**src/hdl/pdc_pkg.sv**
```systemverilog
`timescale 1ns / 1ps

package pdc_pkg;

   typedef enum logic [2:0] {
      MODE_IDLE    = 3'd0,
      MODE_OPENING = 3'd1,
      MODE_WAITING = 3'd2,
      MODE_OPEN    = 3'd3,
      MODE_CLOSING = 3'd4
   } mode_type;

   typedef enum logic [1:0] {
      OP_TICK  = 2'd0,
      OP_OPEN  = 2'd1,
      OP_CLOSE = 2'd2
   } op_type;

   localparam logic [1:0] MOTOR_NONE = 2'd0;
   localparam logic [1:0] MOTOR_UP   = 2'd1;
   localparam logic [1:0] MOTOR_DOWN = 2'd2;
   localparam logic [1:0] MOTOR_STOP = 2'd3;

   localparam logic [1:0] NOTIFY_NONE   = 2'd0;
   localparam logic [1:0] NOTIFY_OPENED = 2'd1;
   localparam logic [1:0] NOTIFY_CLOSED = 2'd2;
   localparam logic [1:0] NOTIFY_LOCKED = 2'd3;

   localparam logic [1:0] STATUS_NONE     = 2'd0;
   localparam logic [1:0] STATUS_ACCEPTED = 2'd1;
   localparam logic [1:0] STATUS_BUSY     = 2'd2;
   localparam logic [1:0] STATUS_THERE    = 2'd3;

   localparam int CSR_INDEX_WIDTH = 3;
   localparam int CSR_DATA_WIDTH  = 16;

   localparam logic [CSR_INDEX_WIDTH-1:0] CSR_OPEN_RSSI      = 3'd0;
   localparam logic [CSR_INDEX_WIDTH-1:0] CSR_CLOSE_RSSI     = 3'd1;
   localparam logic [CSR_INDEX_WIDTH-1:0] CSR_TRAVEL_MS      = 3'd2;
   localparam logic [CSR_INDEX_WIDTH-1:0] CSR_BEACON_TIMEOUT = 3'd3;
   localparam logic [CSR_INDEX_WIDTH-1:0] CSR_WAIT_TIMEOUT   = 3'd4;

   localparam logic signed [7:0] OPEN_RSSI_RESET      = -8'sd75;
   localparam logic signed [7:0] CLOSE_RSSI_RESET     = -8'sd90;
   localparam logic [15:0]       TRAVEL_MS_RESET      = 16'd10000;
   localparam logic [15:0]       BEACON_TIMEOUT_RESET = 16'd2000;
   localparam logic [15:0]       WAIT_TIMEOUT_RESET   = 16'd5000;
   localparam logic signed [7:0] LAST_RSSI_RESET      = -8'sd100;

endpackage

```
**src/hdl/pdc_req_if.sv**
```systemverilog
`timescale 1ns / 1ps

interface pdc_req_if;
   logic              valid;
   logic              ready;
   logic [1:0]        operation;
   logic [15:0]       elapsed_ms;
   logic              beacon_found;
   logic signed [7:0] beacon_rssi;
   logic              path_clear;
   logic              pet_passed;

   modport source (
      output valid, operation, elapsed_ms, beacon_found, beacon_rssi, path_clear,
             pet_passed,
      input  ready
   );

   modport sink (
      input  valid, operation, elapsed_ms, beacon_found, beacon_rssi, path_clear,
             pet_passed,
      output ready
   );
endinterface

```
**src/hdl/pdc_rsp_if.sv**
```systemverilog
`timescale 1ns / 1ps

interface pdc_rsp_if;
   logic        valid;
   logic        ready;
   logic [2:0]  door_mode;
   logic [15:0] position_out;
   logic [1:0]  motor_drive;
   logic        moving_out;
   logic [1:0]  notify;
   logic        confirm_open;
   logic        confirm_closed;
   logic [1:0]  command_status;
   logic        clear_pet_flag;

   modport source (
      output valid, door_mode, position_out, motor_drive, moving_out, notify,
             confirm_open, confirm_closed, command_status, clear_pet_flag,
      input  ready
   );

   modport sink (
      input  valid, door_mode, position_out, motor_drive, moving_out, notify,
             confirm_open, confirm_closed, command_status, clear_pet_flag,
      output ready
   );
endinterface

```
**src/hdl/proximity_door_controller.sv**
```systemverilog
`timescale 1ns / 1ps

// Motorized door controller driven by tick and remote command requests. Each request
// gives exactly one response, in order. A request is captured in an input register
// and resolved against the door state into the response register, so the block takes
// one request per clock while the response is taken; it holds off requests only while
// both registers are full and the response is not taken. The user must write the
// configuration registers through the csr port while no request is in flight; the block
// itself does not enforce this. They take effect on the next request.
module proximity_door_controller
   import pdc_pkg::*;
(
   input  logic                       clock,
   input  logic                       reset,
   pdc_req_if.sink                    req_chan,
   pdc_rsp_if.source                  rsp_chan,
   input  logic                       csr_write_enable,
   input  logic [CSR_INDEX_WIDTH-1:0] csr_index,
   input  logic [CSR_DATA_WIDTH-1:0]  csr_write_data
);

   logic signed [7:0] open_rssi_ff;
   logic signed [7:0] close_rssi_ff;
   logic [15:0]       travel_ff;
   logic [15:0]       beacon_timeout_ff;
   logic [15:0]       wait_timeout_ff;

   logic              in_valid_ff;
   logic [1:0]        in_op_ff;
   logic [15:0]       in_dt_ff;
   logic              in_found_ff;
   logic signed [7:0] in_rssi_ff;
   logic              in_clear_ff;
   logic              in_pet_ff;

   mode_type          mode_ff, mode_in;
   logic [15:0]       position_ff, position_in;
   logic signed [7:0] last_rssi_ff, last_rssi_in;
   logic [15:0]       beacon_age_ff, beacon_age_in;
   logic [15:0]       wait_age_ff, wait_age_in;
   logic              override_ff, override_in;
   logic              moving_ff, moving_in;
   logic              pending_ff, pending_in;
   logic              is_close_ff, is_close_in;

   logic              out_valid_ff;
   logic [2:0]        out_mode_ff;
   logic [15:0]       out_position_ff;
   logic [1:0]        out_motor_ff, motor_in;
   logic              out_moving_ff;
   logic [1:0]        out_notify_ff, notify_in;
   logic              out_c_open_ff, c_open_in;
   logic              out_c_closed_ff, c_closed_in;
   logic [1:0]        out_status_ff, status_in;
   logic              out_clr_pet_ff, clr_pet_in;

   logic              advance;
   logic              is_tick, is_open_cmd, is_close_cmd;
   logic signed [7:0] rssi_now;
   logic [15:0]       beacon_age_tick, wait_age_tick;
   logic [15:0]       open_pos, close_pos;
   logic              open_done, close_done;
   logic              idle_start, wait_leave;
   logic              busy, open_there, close_there;

   function automatic logic [15:0] sat_add16(input logic [15:0] a, input logic [15:0] b);
      logic [16:0] s;
      s = {1'b0, a} + {1'b0, b};
      return s[16] ? 16'hFFFF : s[15:0];
   endfunction

   assign advance      = in_valid_ff && (!out_valid_ff || rsp_chan.ready);
   assign req_chan.ready = !in_valid_ff || advance;

   always_ff @(posedge clock) begin
      if (reset) begin
         open_rssi_ff      <= OPEN_RSSI_RESET;
         close_rssi_ff     <= CLOSE_RSSI_RESET;
         travel_ff         <= TRAVEL_MS_RESET;
         beacon_timeout_ff <= BEACON_TIMEOUT_RESET;
         wait_timeout_ff   <= WAIT_TIMEOUT_RESET;
      end else if (csr_write_enable) begin
         unique case (csr_index)
            CSR_OPEN_RSSI:      open_rssi_ff      <= csr_write_data[7:0];
            CSR_CLOSE_RSSI:     close_rssi_ff     <= csr_write_data[7:0];
            CSR_TRAVEL_MS:      travel_ff         <= csr_write_data;
            CSR_BEACON_TIMEOUT: beacon_timeout_ff <= csr_write_data;
            CSR_WAIT_TIMEOUT:   wait_timeout_ff   <= csr_write_data;
            default: begin
            end
         endcase
      end
   end

   // capture request
   always_ff @(posedge clock) begin
      if (reset) begin
         in_valid_ff <= 1'b0;
      end else if (req_chan.ready) begin
         in_valid_ff <= req_chan.valid;
      end
   end

   always_ff @(posedge clock) begin
      if (req_chan.valid && req_chan.ready) begin
         in_op_ff    <= req_chan.operation;
         in_dt_ff    <= req_chan.elapsed_ms;
         in_found_ff <= req_chan.beacon_found;
         in_rssi_ff  <= req_chan.beacon_rssi;
         in_clear_ff <= req_chan.path_clear;
         in_pet_ff   <= req_chan.pet_passed;
      end
   end

   assign is_tick         = in_op_ff == OP_TICK;
   assign is_open_cmd     = in_op_ff == OP_OPEN;
   assign is_close_cmd    = in_op_ff == OP_CLOSE;
   assign rssi_now        = in_found_ff ? in_rssi_ff : last_rssi_ff;
   assign beacon_age_tick = in_found_ff ? 16'd0 : sat_add16(beacon_age_ff, in_dt_ff);
   assign wait_age_tick   = sat_add16(wait_age_ff, in_dt_ff);
   assign open_pos        = sat_add16(position_ff, in_dt_ff);
   assign open_done       = open_pos >= travel_ff;
   assign close_pos       = (position_ff > in_dt_ff) ? (position_ff - in_dt_ff) : 16'd0;
   assign close_done      = close_pos == 16'd0;
   assign idle_start      = in_found_ff && (in_rssi_ff >= open_rssi_ff);
   assign wait_leave      = in_pet_ff || (beacon_age_tick > beacon_timeout_ff) ||
                            (rssi_now < close_rssi_ff) || (wait_age_tick >= wait_timeout_ff);
   assign busy            = (mode_ff == MODE_OPENING) || (mode_ff == MODE_CLOSING);
   assign open_there      = (mode_ff == MODE_OPEN) ||
                            ((mode_ff == MODE_WAITING) && (position_ff >= travel_ff));
   assign close_there     = (mode_ff == MODE_IDLE) && (position_ff == 16'd0);

   // next mode
   always_comb begin
      mode_in = mode_ff;
      if (is_tick) begin
         unique case (mode_ff)
            MODE_IDLE: begin
               if (idle_start) mode_in = MODE_OPENING;
            end
            MODE_OPENING: begin
               if (open_done) mode_in = override_ff ? MODE_OPEN : MODE_WAITING;
            end
            MODE_WAITING: begin
               if (override_ff) mode_in = MODE_OPEN;
               else if (wait_leave) mode_in = MODE_CLOSING;
            end
            MODE_CLOSING: begin
               if (!in_clear_ff) mode_in = MODE_OPENING;
               else if (close_done) mode_in = MODE_IDLE;
            end
            default: begin
            end
         endcase
      end else if (is_open_cmd && !busy && !open_there) begin
         mode_in = MODE_OPENING;
      end else if (is_close_cmd && !busy && !close_there) begin
         mode_in = MODE_CLOSING;
      end
   end

   // datapath and events
   always_comb begin
      position_in  = position_ff;
      last_rssi_in = last_rssi_ff;
      beacon_age_in = beacon_age_ff;
      wait_age_in  = wait_age_ff;
      override_in  = override_ff;
      moving_in    = moving_ff;
      pending_in   = pending_ff;
      is_close_in  = is_close_ff;
      motor_in     = MOTOR_NONE;
      notify_in    = NOTIFY_NONE;
      c_open_in    = 1'b0;
      c_closed_in  = 1'b0;
      status_in    = STATUS_NONE;
      clr_pet_in   = 1'b0;
      if (is_tick) begin
         last_rssi_in  = rssi_now;
         beacon_age_in = beacon_age_tick;
         if (mode_ff == MODE_WAITING) wait_age_in = wait_age_tick;
         unique case (mode_ff)
            MODE_IDLE: begin
               position_in = 16'd0;
               if (idle_start) begin
                  clr_pet_in = 1'b1;
                  moving_in  = 1'b1;
                  motor_in   = MOTOR_UP;
               end
            end
            MODE_OPENING: begin
               if (open_done) begin
                  position_in = travel_ff;
                  motor_in    = MOTOR_STOP;
                  moving_in   = 1'b0;
                  notify_in   = NOTIFY_OPENED;
                  if (!override_ff) wait_age_in = 16'd0;
                  if (pending_ff && !is_close_ff) begin
                     c_open_in  = 1'b1;
                     pending_in = 1'b0;
                  end
               end else begin
                  position_in = open_pos;
                  motor_in    = MOTOR_UP;
               end
            end
            MODE_WAITING: begin
               position_in = travel_ff;
               if (override_ff) moving_in = 1'b0;
               else if (wait_leave) moving_in = 1'b1;
            end
            MODE_OPEN: begin
               position_in = travel_ff;
               moving_in   = 1'b0;
            end
            MODE_CLOSING: begin
               if (!in_clear_ff) begin
                  moving_in = 1'b1;
                  motor_in  = MOTOR_UP;
               end else begin
                  position_in = close_pos;
                  if (close_done) begin
                     motor_in  = MOTOR_STOP;
                     moving_in = 1'b0;
                     notify_in = NOTIFY_CLOSED;
                     if (pending_ff && is_close_ff) begin
                        c_closed_in = 1'b1;
                        pending_in  = 1'b0;
                     end
                  end else begin
                     motor_in = MOTOR_DOWN;
                  end
               end
            end
            default: begin
            end
         endcase
      end else if (is_open_cmd || is_close_cmd) begin
         if (busy) begin
            status_in = STATUS_BUSY;
         end else if (is_open_cmd) begin
            if (open_there) begin
               status_in = STATUS_THERE;
            end else begin
               moving_in   = 1'b1;
               override_in = 1'b1;
               motor_in    = MOTOR_UP;
               pending_in  = 1'b1;
               is_close_in = 1'b0;
               status_in   = STATUS_ACCEPTED;
            end
         end else begin
            if (close_there) begin
               status_in = STATUS_THERE;
            end else begin
               moving_in   = 1'b1;
               override_in = 1'b0;
               motor_in    = MOTOR_DOWN;
               pending_in  = 1'b1;
               is_close_in = 1'b1;
               notify_in   = NOTIFY_LOCKED;
               status_in   = STATUS_ACCEPTED;
            end
         end
      end
   end

   always_ff @(posedge clock) begin
      if (reset) begin
         mode_ff       <= MODE_IDLE;
         position_ff   <= 16'd0;
         last_rssi_ff  <= LAST_RSSI_RESET;
         beacon_age_ff <= 16'd0;
         wait_age_ff   <= 16'd0;
         override_ff   <= 1'b0;
         moving_ff     <= 1'b0;
         pending_ff    <= 1'b0;
         is_close_ff   <= 1'b0;
      end else if (advance) begin
         mode_ff       <= mode_in;
         position_ff   <= position_in;
         last_rssi_ff  <= last_rssi_in;
         beacon_age_ff <= beacon_age_in;
         wait_age_ff   <= wait_age_in;
         override_ff   <= override_in;
         moving_ff     <= moving_in;
         pending_ff    <= pending_in;
         is_close_ff   <= is_close_in;
      end
   end

   // response register
   always_ff @(posedge clock) begin
      if (reset) begin
         out_valid_ff <= 1'b0;
      end else if (advance) begin
         out_valid_ff <= 1'b1;
      end else if (rsp_chan.ready) begin
         out_valid_ff <= 1'b0;
      end
   end

   always_ff @(posedge clock) begin
      if (advance) begin
         out_mode_ff     <= mode_in;
         out_position_ff <= position_in;
         out_motor_ff    <= motor_in;
         out_moving_ff   <= moving_in;
         out_notify_ff   <= notify_in;
         out_c_open_ff   <= c_open_in;
         out_c_closed_ff <= c_closed_in;
         out_status_ff   <= status_in;
         out_clr_pet_ff  <= clr_pet_in;
      end
   end

   assign rsp_chan.valid          = out_valid_ff;
   assign rsp_chan.door_mode      = out_mode_ff;
   assign rsp_chan.position_out   = out_position_ff;
   assign rsp_chan.motor_drive    = out_motor_ff;
   assign rsp_chan.moving_out     = out_moving_ff;
   assign rsp_chan.notify         = out_notify_ff;
   assign rsp_chan.confirm_open   = out_c_open_ff;
   assign rsp_chan.confirm_closed = out_c_closed_ff;
   assign rsp_chan.command_status = out_status_ff;
   assign rsp_chan.clear_pet_flag = out_clr_pet_ff;

   a_moving_matches_mode: assert property (@(posedge clock) disable iff (reset)
      moving_ff == ((mode_ff == MODE_OPENING) || (mode_ff == MODE_CLOSING)))
      else $error("moving flag disagrees with door mode");

   a_confirm_closed_event: assert property (@(posedge clock) disable iff (reset)
      (out_valid_ff && out_c_closed_ff) |->
         (out_notify_ff == NOTIFY_CLOSED) && (out_mode_ff == MODE_IDLE))
      else $error("close confirmation without closed event");

   a_confirm_open_event: assert property (@(posedge clock) disable iff (reset)
      (out_valid_ff && out_c_open_ff) |-> (out_notify_ff == NOTIFY_OPENED))
      else $error("open confirmation without opened event");

   a_busy_in_motion: assert property (@(posedge clock) disable iff (reset)
      (out_valid_ff && (out_status_ff == STATUS_BUSY)) |->
         ((out_mode_ff == MODE_OPENING) || (out_mode_ff == MODE_CLOSING)))
      else $error("busy status while door at rest");

endmodule

```
**src/flat_wrapper.sv**
```systemverilog
// flat-port wrapper written by rule: the top's interface ports become plain ports
module proximity_door_controller_flat import pdc_pkg::*;
  (clock, reset, csr_write_enable, csr_index, csr_write_data, req_chan_valid, req_chan_operation, req_chan_elapsed_ms, req_chan_beacon_found, req_chan_beacon_rssi, req_chan_path_clear, req_chan_pet_passed, req_chan_ready, rsp_chan_valid, rsp_chan_door_mode, rsp_chan_position_out, rsp_chan_motor_drive, rsp_chan_moving_out, rsp_chan_notify, rsp_chan_confirm_open, rsp_chan_confirm_closed, rsp_chan_command_status, rsp_chan_clear_pet_flag, rsp_chan_ready);
  pdc_req_if req_chan_i ();
  pdc_rsp_if rsp_chan_i ();
  input  logic clock;
  input  logic reset;
  input  logic csr_write_enable;
  input  logic [CSR_INDEX_WIDTH-1:0] csr_index;
  input  logic [CSR_DATA_WIDTH-1:0] csr_write_data;
  input wire logic [$bits(req_chan_i.valid)-1:0] req_chan_valid;
  input wire logic [$bits(req_chan_i.operation)-1:0] req_chan_operation;
  input wire logic [$bits(req_chan_i.elapsed_ms)-1:0] req_chan_elapsed_ms;
  input wire logic [$bits(req_chan_i.beacon_found)-1:0] req_chan_beacon_found;
  input wire logic [$bits(req_chan_i.beacon_rssi)-1:0] req_chan_beacon_rssi;
  input wire logic [$bits(req_chan_i.path_clear)-1:0] req_chan_path_clear;
  input wire logic [$bits(req_chan_i.pet_passed)-1:0] req_chan_pet_passed;
  output wire logic [$bits(req_chan_i.ready)-1:0] req_chan_ready;
  output wire logic [$bits(rsp_chan_i.valid)-1:0] rsp_chan_valid;
  output wire logic [$bits(rsp_chan_i.door_mode)-1:0] rsp_chan_door_mode;
  output wire logic [$bits(rsp_chan_i.position_out)-1:0] rsp_chan_position_out;
  output wire logic [$bits(rsp_chan_i.motor_drive)-1:0] rsp_chan_motor_drive;
  output wire logic [$bits(rsp_chan_i.moving_out)-1:0] rsp_chan_moving_out;
  output wire logic [$bits(rsp_chan_i.notify)-1:0] rsp_chan_notify;
  output wire logic [$bits(rsp_chan_i.confirm_open)-1:0] rsp_chan_confirm_open;
  output wire logic [$bits(rsp_chan_i.confirm_closed)-1:0] rsp_chan_confirm_closed;
  output wire logic [$bits(rsp_chan_i.command_status)-1:0] rsp_chan_command_status;
  output wire logic [$bits(rsp_chan_i.clear_pet_flag)-1:0] rsp_chan_clear_pet_flag;
  input wire logic [$bits(rsp_chan_i.ready)-1:0] rsp_chan_ready;
  assign req_chan_i.valid = req_chan_valid;
  assign req_chan_i.operation = req_chan_operation;
  assign req_chan_i.elapsed_ms = req_chan_elapsed_ms;
  assign req_chan_i.beacon_found = req_chan_beacon_found;
  assign req_chan_i.beacon_rssi = req_chan_beacon_rssi;
  assign req_chan_i.path_clear = req_chan_path_clear;
  assign req_chan_i.pet_passed = req_chan_pet_passed;
  assign req_chan_ready = req_chan_i.ready;
  assign rsp_chan_valid = rsp_chan_i.valid;
  assign rsp_chan_door_mode = rsp_chan_i.door_mode;
  assign rsp_chan_position_out = rsp_chan_i.position_out;
  assign rsp_chan_motor_drive = rsp_chan_i.motor_drive;
  assign rsp_chan_moving_out = rsp_chan_i.moving_out;
  assign rsp_chan_notify = rsp_chan_i.notify;
  assign rsp_chan_confirm_open = rsp_chan_i.confirm_open;
  assign rsp_chan_confirm_closed = rsp_chan_i.confirm_closed;
  assign rsp_chan_command_status = rsp_chan_i.command_status;
  assign rsp_chan_clear_pet_flag = rsp_chan_i.clear_pet_flag;
  assign rsp_chan_i.ready = rsp_chan_ready;
  proximity_door_controller u_core (.clock(clock), .reset(reset), .req_chan(req_chan_i), .rsp_chan(rsp_chan_i), .csr_write_enable(csr_write_enable), .csr_index(csr_index), .csr_write_data(csr_write_data));
endmodule
```
**config.mk**
```make
export PLATFORM = sky130hd
export DESIGN_NAME = proximity_door_controller_flat
export DESIGN_NICKNAME = d
export VERILOG_FILES = /design/src/hdl/pdc_pkg.sv /design/src/hdl/pdc_req_if.sv /design/src/hdl/pdc_rsp_if.sv /design/src/hdl/proximity_door_controller.sv /design/src/flat_wrapper.sv
export SDC_FILE = /design/constraint.sdc
export NUM_CORES = 1
export LEC_CHECK = 0
export BUFFER_PORTS_ARGS = -buffer_cell sky130_fd_sc_hd__clkbuf_2
export CAP_MARGIN = 20
export CORE_MARGIN = 5
export CORE_UTILIZATION = 50
export CTS_BUF_LIST = sky130_fd_sc_hd__clkbuf_16
export DETAILED_ROUTE_END_ITERATION = 8
export PLACE_DENSITY = 0.67
export SETUP_SLACK_MARGIN = 0.4
export SLEW_MARGIN = 20
export SYNTH_ARGS = -nofsm -noshare
export SYNTH_HDL_FRONTEND = slang
export SYNTH_SLANG_ARGS = --single-unit
```
**constraint.sdc**
```tcl
create_clock -name clock -period 5.3 [get_ports clock]
set_clock_uncertainty 0.15 [all_clocks]
set_input_delay 0 -clock clock [delete_from_list [all_inputs] [get_ports clock]]
set_output_delay 0 -clock clock [all_outputs]
set_load 0.03 [all_outputs]
```
---- Yosys cells after proc, flatten, opt, wreduce, memory -nomap -nowiden ----
Index checks and enable logic that the tools add are counted.
storage, ports and cells
  flip-flop bits (word level) ............. 187
  logic and storage cells ................. 196
  input bits .............................. 53
  output and inout port bits .............. 31
operators by class
  bitwise gates (word level) .............. 3
  order comparisons ....................... 7
  muxes and demuxes ....................... 83
  reductions and logical operators ........ 46
  eq/ne operators ......................... 21
  $add $sub $neg .......................... 4
operators with widths
  cell                                                                    number
  16-bit two-way mux                                                      12
  16-bit one-hot mux with 4 select lines                                  1
  16-bit by 16-bit adder with 17-bit output                               3
  16-bit >= comparator                                                    3
  1-bit two-way mux                                                       37
  2-bit two-way mux                                                       18
  16-bit greater-than comparator                                          2
  16-bit logical NOT                                                      2
  3-bit two-way mux                                                       9
  16-bit subtractor                                                       1
  3-bit inequality test (second input constant)                           5
  2-bit AND reduction                                                     7
  3-bit by 2-bit equality test with 1-bit output (second input constant)  4
  3-bit one-hot mux with 4 select lines                                   1
  1-bit logical AND                                                       11
  11-bit AND reduction                                                    1
  8-bit >= comparator                                                     1
  1-bit logical OR                                                        8
  8-bit less-than comparator                                              1
  8-bit two-way mux                                                       1
  3-bit by 1-bit equality test with 1-bit output (second input constant)  2
  3-bit equality test (second input constant)                             2
  1-bit logical NOT                                                       6
  3-bit logical NOT                                                       2
  18 further kinds                                                        24

---- Longest topological paths before layout ----
  word-level depth ........................ 11
  gate-level depth with buffers ........... 23
  mapped depth without buffers ............ 21

---- Worst setup path before layout ----
No wires, ideal clock.
  kind .................................... reg2reg
  start ................................... register u_core.in_dt_ff[0]
  end ..................................... register u_core.out_moving_ff (netlist: u_core.rsp_chan.moving_out) (data pin)
  cell stages (with the launch flop) ...... 21
  arrival ................................. 4491 ps
  buffers on the path ..................... 1
  period minus slack after synthesis ...... 4894 ps
  required time ........................... 4896 ps
  path slack .............................. 406 ps
  setup time .............................. 254 ps
  cells stage by stage .................... edfxtp_1 > ha_1 > fa_1 > a211oi_1 > nor2_1 > o211ai_1 > nand3_1 > a311o_1 > clkbuf_1 > nor2_1 > nor2_1 > ha_1 > nand3_1 > or3_1 > nor3_1 > nor2_1 > a2111oi_0 > nor4_1 > a211oi_1 > o31a_1 > nand2_1
on the way
  cells in the longest elaborated chain, start to end .. 11
  elaborated cells on any way between the ends .. 24
  classes of those cells .................. add/sub (4); order compare (4); mux (12); reduce/logical (4)
RTL lines
  element                                    line                              text
  start, declared                            proximity_door_controller.sv:30   logic [15:0] in_dt_ff;
  start signal, assigned                     proximity_door_controller.sv:107  in_dt_ff <= req_chan.elapsed_ms;
  16-bit by 16-bit adder with 17-bit output  proximity_door_controller.sv:68   s = {1'b0, a} + {1'b0, b};
  16-bit two-way mux                         proximity_door_controller.sv:69   return s[16] ? 16'hFFFF : s[15:0];
  16-bit two-way mux                         proximity_door_controller.sv:119  assign beacon_age_tick = in_found_ff ? 16'd0 : sat_add16(beacon_age_ff, in_dt_ff);
  via u_core.beacon_age_tick[9]              proximity_door_controller.sv:60   logic [15:0] beacon_age_tick, wait_age_tick;
  16-bit greater-than comparator             proximity_door_controller.sv:126  assign wait_leave = in_pet_ff || (beacon_age_tick > beacon_timeout_ff) ||
  1-bit logical OR (2 in a row)              proximity_door_controller.sv:126
  1-bit logical OR                           proximity_door_controller.sv:127  (rssi_now < close_rssi_ff) || (wait_age_tick >= wait_timeout_ff);
  1-bit two-way mux                          proximity_door_controller.sv:210  else if (wait_leave) moving_in = 1'b1;
  1-bit two-way mux                          proximity_door_controller.sv:209  if (override_ff) moving_in = 1'b0;
  1-bit one-hot mux with 5 select lines      proximity_door_controller.sv:182  unique case (mode_ff)
  1-bit two-way mux                          proximity_door_controller.sv:178  if (is_tick) begin
  via u_core.moving_in                       proximity_door_controller.sv:42   logic moving_ff, moving_in;
  end signal, assigned                       proximity_door_controller.sv:308  out_moving_ff <= moving_in;
  end, declared                              proximity_door_controller.sv:50   logic out_moving_ff;
The timed path passes the listed nets, and every way through them passes these cells.
A chain may end at the register's enable or synchronous reset.

---- Final worst setup path ----
  start ................................... register u_core.in_dt_ff[0]
  end ..................................... register u_core.out_position_ff[6] (netlist: u_core.rsp_chan.position_out[6]) (data pin)
on the way
  cells in the longest elaborated chain, start to end .. 6
  elaborated cells on any way between the ends .. 10
  classes of those cells .................. add/sub (2); order compare (2); mux (6)
RTL lines
  element                                    line                              text
  16-bit by 16-bit adder with 17-bit output  proximity_door_controller.sv:68
  16-bit two-way mux                         proximity_door_controller.sv:69
  16-bit >= comparator                       proximity_door_controller.sv:122  assign open_done = open_pos >= travel_ff;
  16-bit two-way mux                         proximity_door_controller.sv:192  if (open_done) begin
  16-bit one-hot mux with 4 select lines *   proximity_door_controller.sv:182
  16-bit two-way mux *                       proximity_door_controller.sv:178
  via u_core.position_in[6]                  proximity_door_controller.sv:37   logic [15:0] position_ff, position_in;
  end signal, assigned                       proximity_door_controller.sv:306  out_position_ff <= position_in;
  end, declared                              proximity_door_controller.sv:48   logic [15:0] out_position_ff;
Mark *: on every way through the listed nets, which the timed path passes. The rest lies on a longest branch.

==> flow_metrics.py <==
metrics = {
    "power": {
        "switching_share_pct": 32.8,
        "vdd_drop_max_v": 0.000201,
        "p_clk_share_pct": 36.0,
        "p_total_mw": 3.83,
        "static-leakage-power_nw": 7.02,
        "seqPwrFrac_pct": 41.5,
        "power_frac_comb_pct": 22.4,
        "p_int_mw": 2.57,
        "p_per_area_nw_per_um2": 233,
        "switching_power_mw": 1.26,
    },
    "min_path": {
        "hold_class": "input port to flip-flop",
    },
    "clocking": {
        "cts_root_buf": "clkbuf_16",
        "numCtsBuffers": 17,
        "cts.clk_slew.worst_paths_ns": 0.08,
        "cts_buffer_depth": 2,
        "cts_tree": "done",
        "clk_latency_ns": 0.45,
        "clock_sinks": 187,
        "htreeDepth": 4,
    },
    "placement": {
        "place.gp.congestion": 0.970,
        "io_buffers": 83,
        "dp.cells": 1934,
        "place_hpwl_mm": 29.2,
        "pre_cts_ws_ns": -0.403,
    },
    "logic_synthesis": {
        "syn-num-nets": 1736,
        "syn_inst": 1533,
        "synth_edf_count": 58,
        "ys_warn_count": 0,
        "ys.flop_type": "dfxtp_1",
        "synth-seq-cells": 187,
        "yosysUniqueCellTypes": 87,
        "async_flop_share_pct": 0,
        "ys_top_cells_by_area": "dfxtp_1, ha_1, edfxtp_1",
        "yosysSeqAreaShare_pct": 33.5,
        "yosysTopAreaCell": "dfxtp_1",
        "netlist.area_leader.share_pct": 20.0,
        "netlist_area_um2": 12900,
        "avgSynthCellArea_um2": 8.43,
    },
    "timing": {
        "rsz0062_at_grt": "true",
        "holdWs_ns": 0.0217,
        "fin_tns_setup_ns": 0,
        "setup_slack_ns": 0.0308,
        "tightest_slew_ns": 1.24,
        "slew_viol_final": 0,
        "setup_viol": 0,
        "finalHoldViolations": 0,
        "relSlewSlack_pct": 16.8,
        "fin_crit_sh_pct": 99.4,
        "layout_min_cycle_time_ns": 5.27,
        "fmax_mhz": 190,
    },
    "global_routing": {
        "first_global_vias": 11700,
        "antenna_found_initial": 0,
        "grt_pass1_wl_mm": 63.9,
        "grt-ovfl-total": 0,
        "grt_usage_pct": 27.9,
        "grt_max_degree": 63,
    },
    "floorplan": {
        "die_area_um2": 29100,
        "fp.dieW_um": 171,
        "rows": 58,
        "core_area_um2": 25300,
        "io_pins": 84,
        "initial_core_util_pct": 51.0,
        "fp.dieH_um": 171,
    },
    "setup_path": {
        "r2r_start": "u_core.in_dt_ff[0]",
        "start_kind": "flip-flop",
        "arrival_ns": 5.29,
        "rrSetupSlack_ns": 0.03,
        "crit_path_end_kind": "flip-flop",
        "cp_cell_sequence": "buf_6 > buf_6 > ha_4 > inv_2 > fa_2 > nor2_4 > o311a_1 > o211ai_2 > a21oi_2 > a2111o_1 > buf_4 > a22o_1 > ha_1 > a211oi_1 > a21oi_4 > o21a_1 > nand2b_4 > a222oi_1 > buf_4 > o21ai_2",
        "crit_type": "flip-flop to flip-flop",
        "cp-startpoint": "u_core.in_dt_ff[0]",
        "cp.required_ns": 5.32,
        "endpoint": "u_core.rsp_chan.position_out[6]",
        "cpPeakStageDelay_ns": 0.49,
        "cpMaxStageDelayCell": "a222oi_1",
        "crit_fanout": 8,
        "r2r_end": "u_core.rsp_chan.position_out[6]",
        "rr_worst_depth": 20,
    },
    "final_layout": {
        "fillerInstances": 2159,
        "area_growth_pct": 27.4,
        "drive_above_1_share_pct": 22.7,
        "mostFrequentLayoutCell": "nand2_1",
        "fin_nets": 1945,
        "final_cells": 2085,
        "n_antenna_cell": 0,
        "multi_input_area_um2": 8690,
        "final_cell_mix": "nand2_1, nor2_1, dfxtp_1",
        "seqCellArea_um2": 4320,
    },
    "route": {
        "drcViolationCount": 0,
        "vias": 12300,
        "wire_per_inst_um": 19.9,
        "viasPerCell": 5.88,
        "dr.first_iter.drc_count": 1076,
        "drtPass1Iterations": 5,
        "postRouteAntennaNets": 0,
        "routed_wl_mm": 41.6,
    },
    "run": {
        "maxCapViolations": 0,
    },
    "outcome": {
        "status": "complete, no violations",
    },
}
[layout make-up]
cell class	count	share of cell area (%)
Clock buffer	18	2.74
Clock inverter	14	1.13
Inverter	116	2.65
Multi-Input combinational cell	1166	52.8
Sequential cell	187	26.3
Tap cell	330	2.51
Timing Repair Buffer	254	11.9
[cells in the mapped netlist (all sizes together), types with 26 or more instances]
cell type and instances:
xnor2 29, nor3 30, nor2 172, inv 116, dfxtp 129, nand2 197
a211oi 44, a21oi 112, nand3b 26, edfxtp 58, ha 146, nand3 33
o21ai 57, clkbuf 47
[logic make-up after synthesis]
group	count (synthesis)	share of synthesized area, %
and+or+nand+nor	577	21.1
adders and majority gates	150	14.8
buffers and inverters	182	5.85
DFF	187	33.5
AOI/OAI and AO/OA	381	20.8
xor gates and xnor gates	37	2.51
muxes	19	1.55
[flip-flops by register name, summed over array words and instances, names as in the netlist, 16 cells and up]
signal,flops
u_core.wait_timeout_ff,16
u_core.rsp_chan.position_out,16
u_core.beacon_timeout_ff,16
u_core.wait_age_ff,16
u_core.travel_ff,16
u_core.position_ff,16
u_core.in_dt_ff,16
u_core.beacon_age_ff,16
[worst min-delay path by stage]
stage | startpoint | endpoint | slack [ns] | cells after the start
finish | csr_write_enable | u_core.open_rssi_ff[0] | 0.02 | 5
global route | csr_write_enable | u_core.open_rssi_ff[0] | 0.08 | 5
CTS | csr_write_enable | u_core.open_rssi_ff[0] | 0.02 | 5
detailed placement | req_chan_elapsed_ms[13] | u_core.in_dt_ff[13] | 0.03 | 1
global placement | req_chan_elapsed_ms[13] | u_core.in_dt_ff[13] | 0.03 | 1
floorplan | req_chan_path_clear | u_core.in_clear_ff | -0.05 | 0
[power by group through the flow]
stage          Combinational [mW]  Clock [mW]  Sequential, mW
2_1_floorplan               0.455           0            1.62
3_3_place_gp                0.666           0            1.62
3_5_place_dp                0.671           0            1.62
4_1_cts                     0.778        1.39            1.59
5_1_grt                     0.936        1.46            1.59
6_report                    0.858        1.38            1.59
[worst max-delay path, delay by kind of cell (launching register included)]
| family | cells | cell delay [ns] |
|---|---|---|
| buffers and inverters | 5 | 0.69 |
| DFF | 1 | 0.47 |
| adders and majority gates | 3 | 0.72 |
| and+or+nand+nor | 2 | 0.27 |
| AOI/OAI and AO/OA | 10 | 2.69 |
[what timing repair did]
action	in CTS	in global routing
endpoints found under the setup margin	55	57
pin swaps	66	68
gates cloned	2	1
gates resized for setup	103	66
hold endpoints to repair	120	0
setup buffers	41	21
hold buffers	54	0
[per-stage QoR]
stage          cell area, µm²  util [%]
3_5_place_dp            13900      54.8
6_report                16500      65.0
4_1_cts                 15900      62.8
2_1_floorplan           12900         -
3_3_place_gp            13900      54.8
5_1_grt                 16500      65.0
[metal layers]
layer	part of all wire [%]	GRT usage [%]
met2	47	46.5
met1	43	36.8
met5	0	0
met4	4.2	12.1
met3	5.6	3.00
No activity file was read; power rests on OpenSTA's default activity.
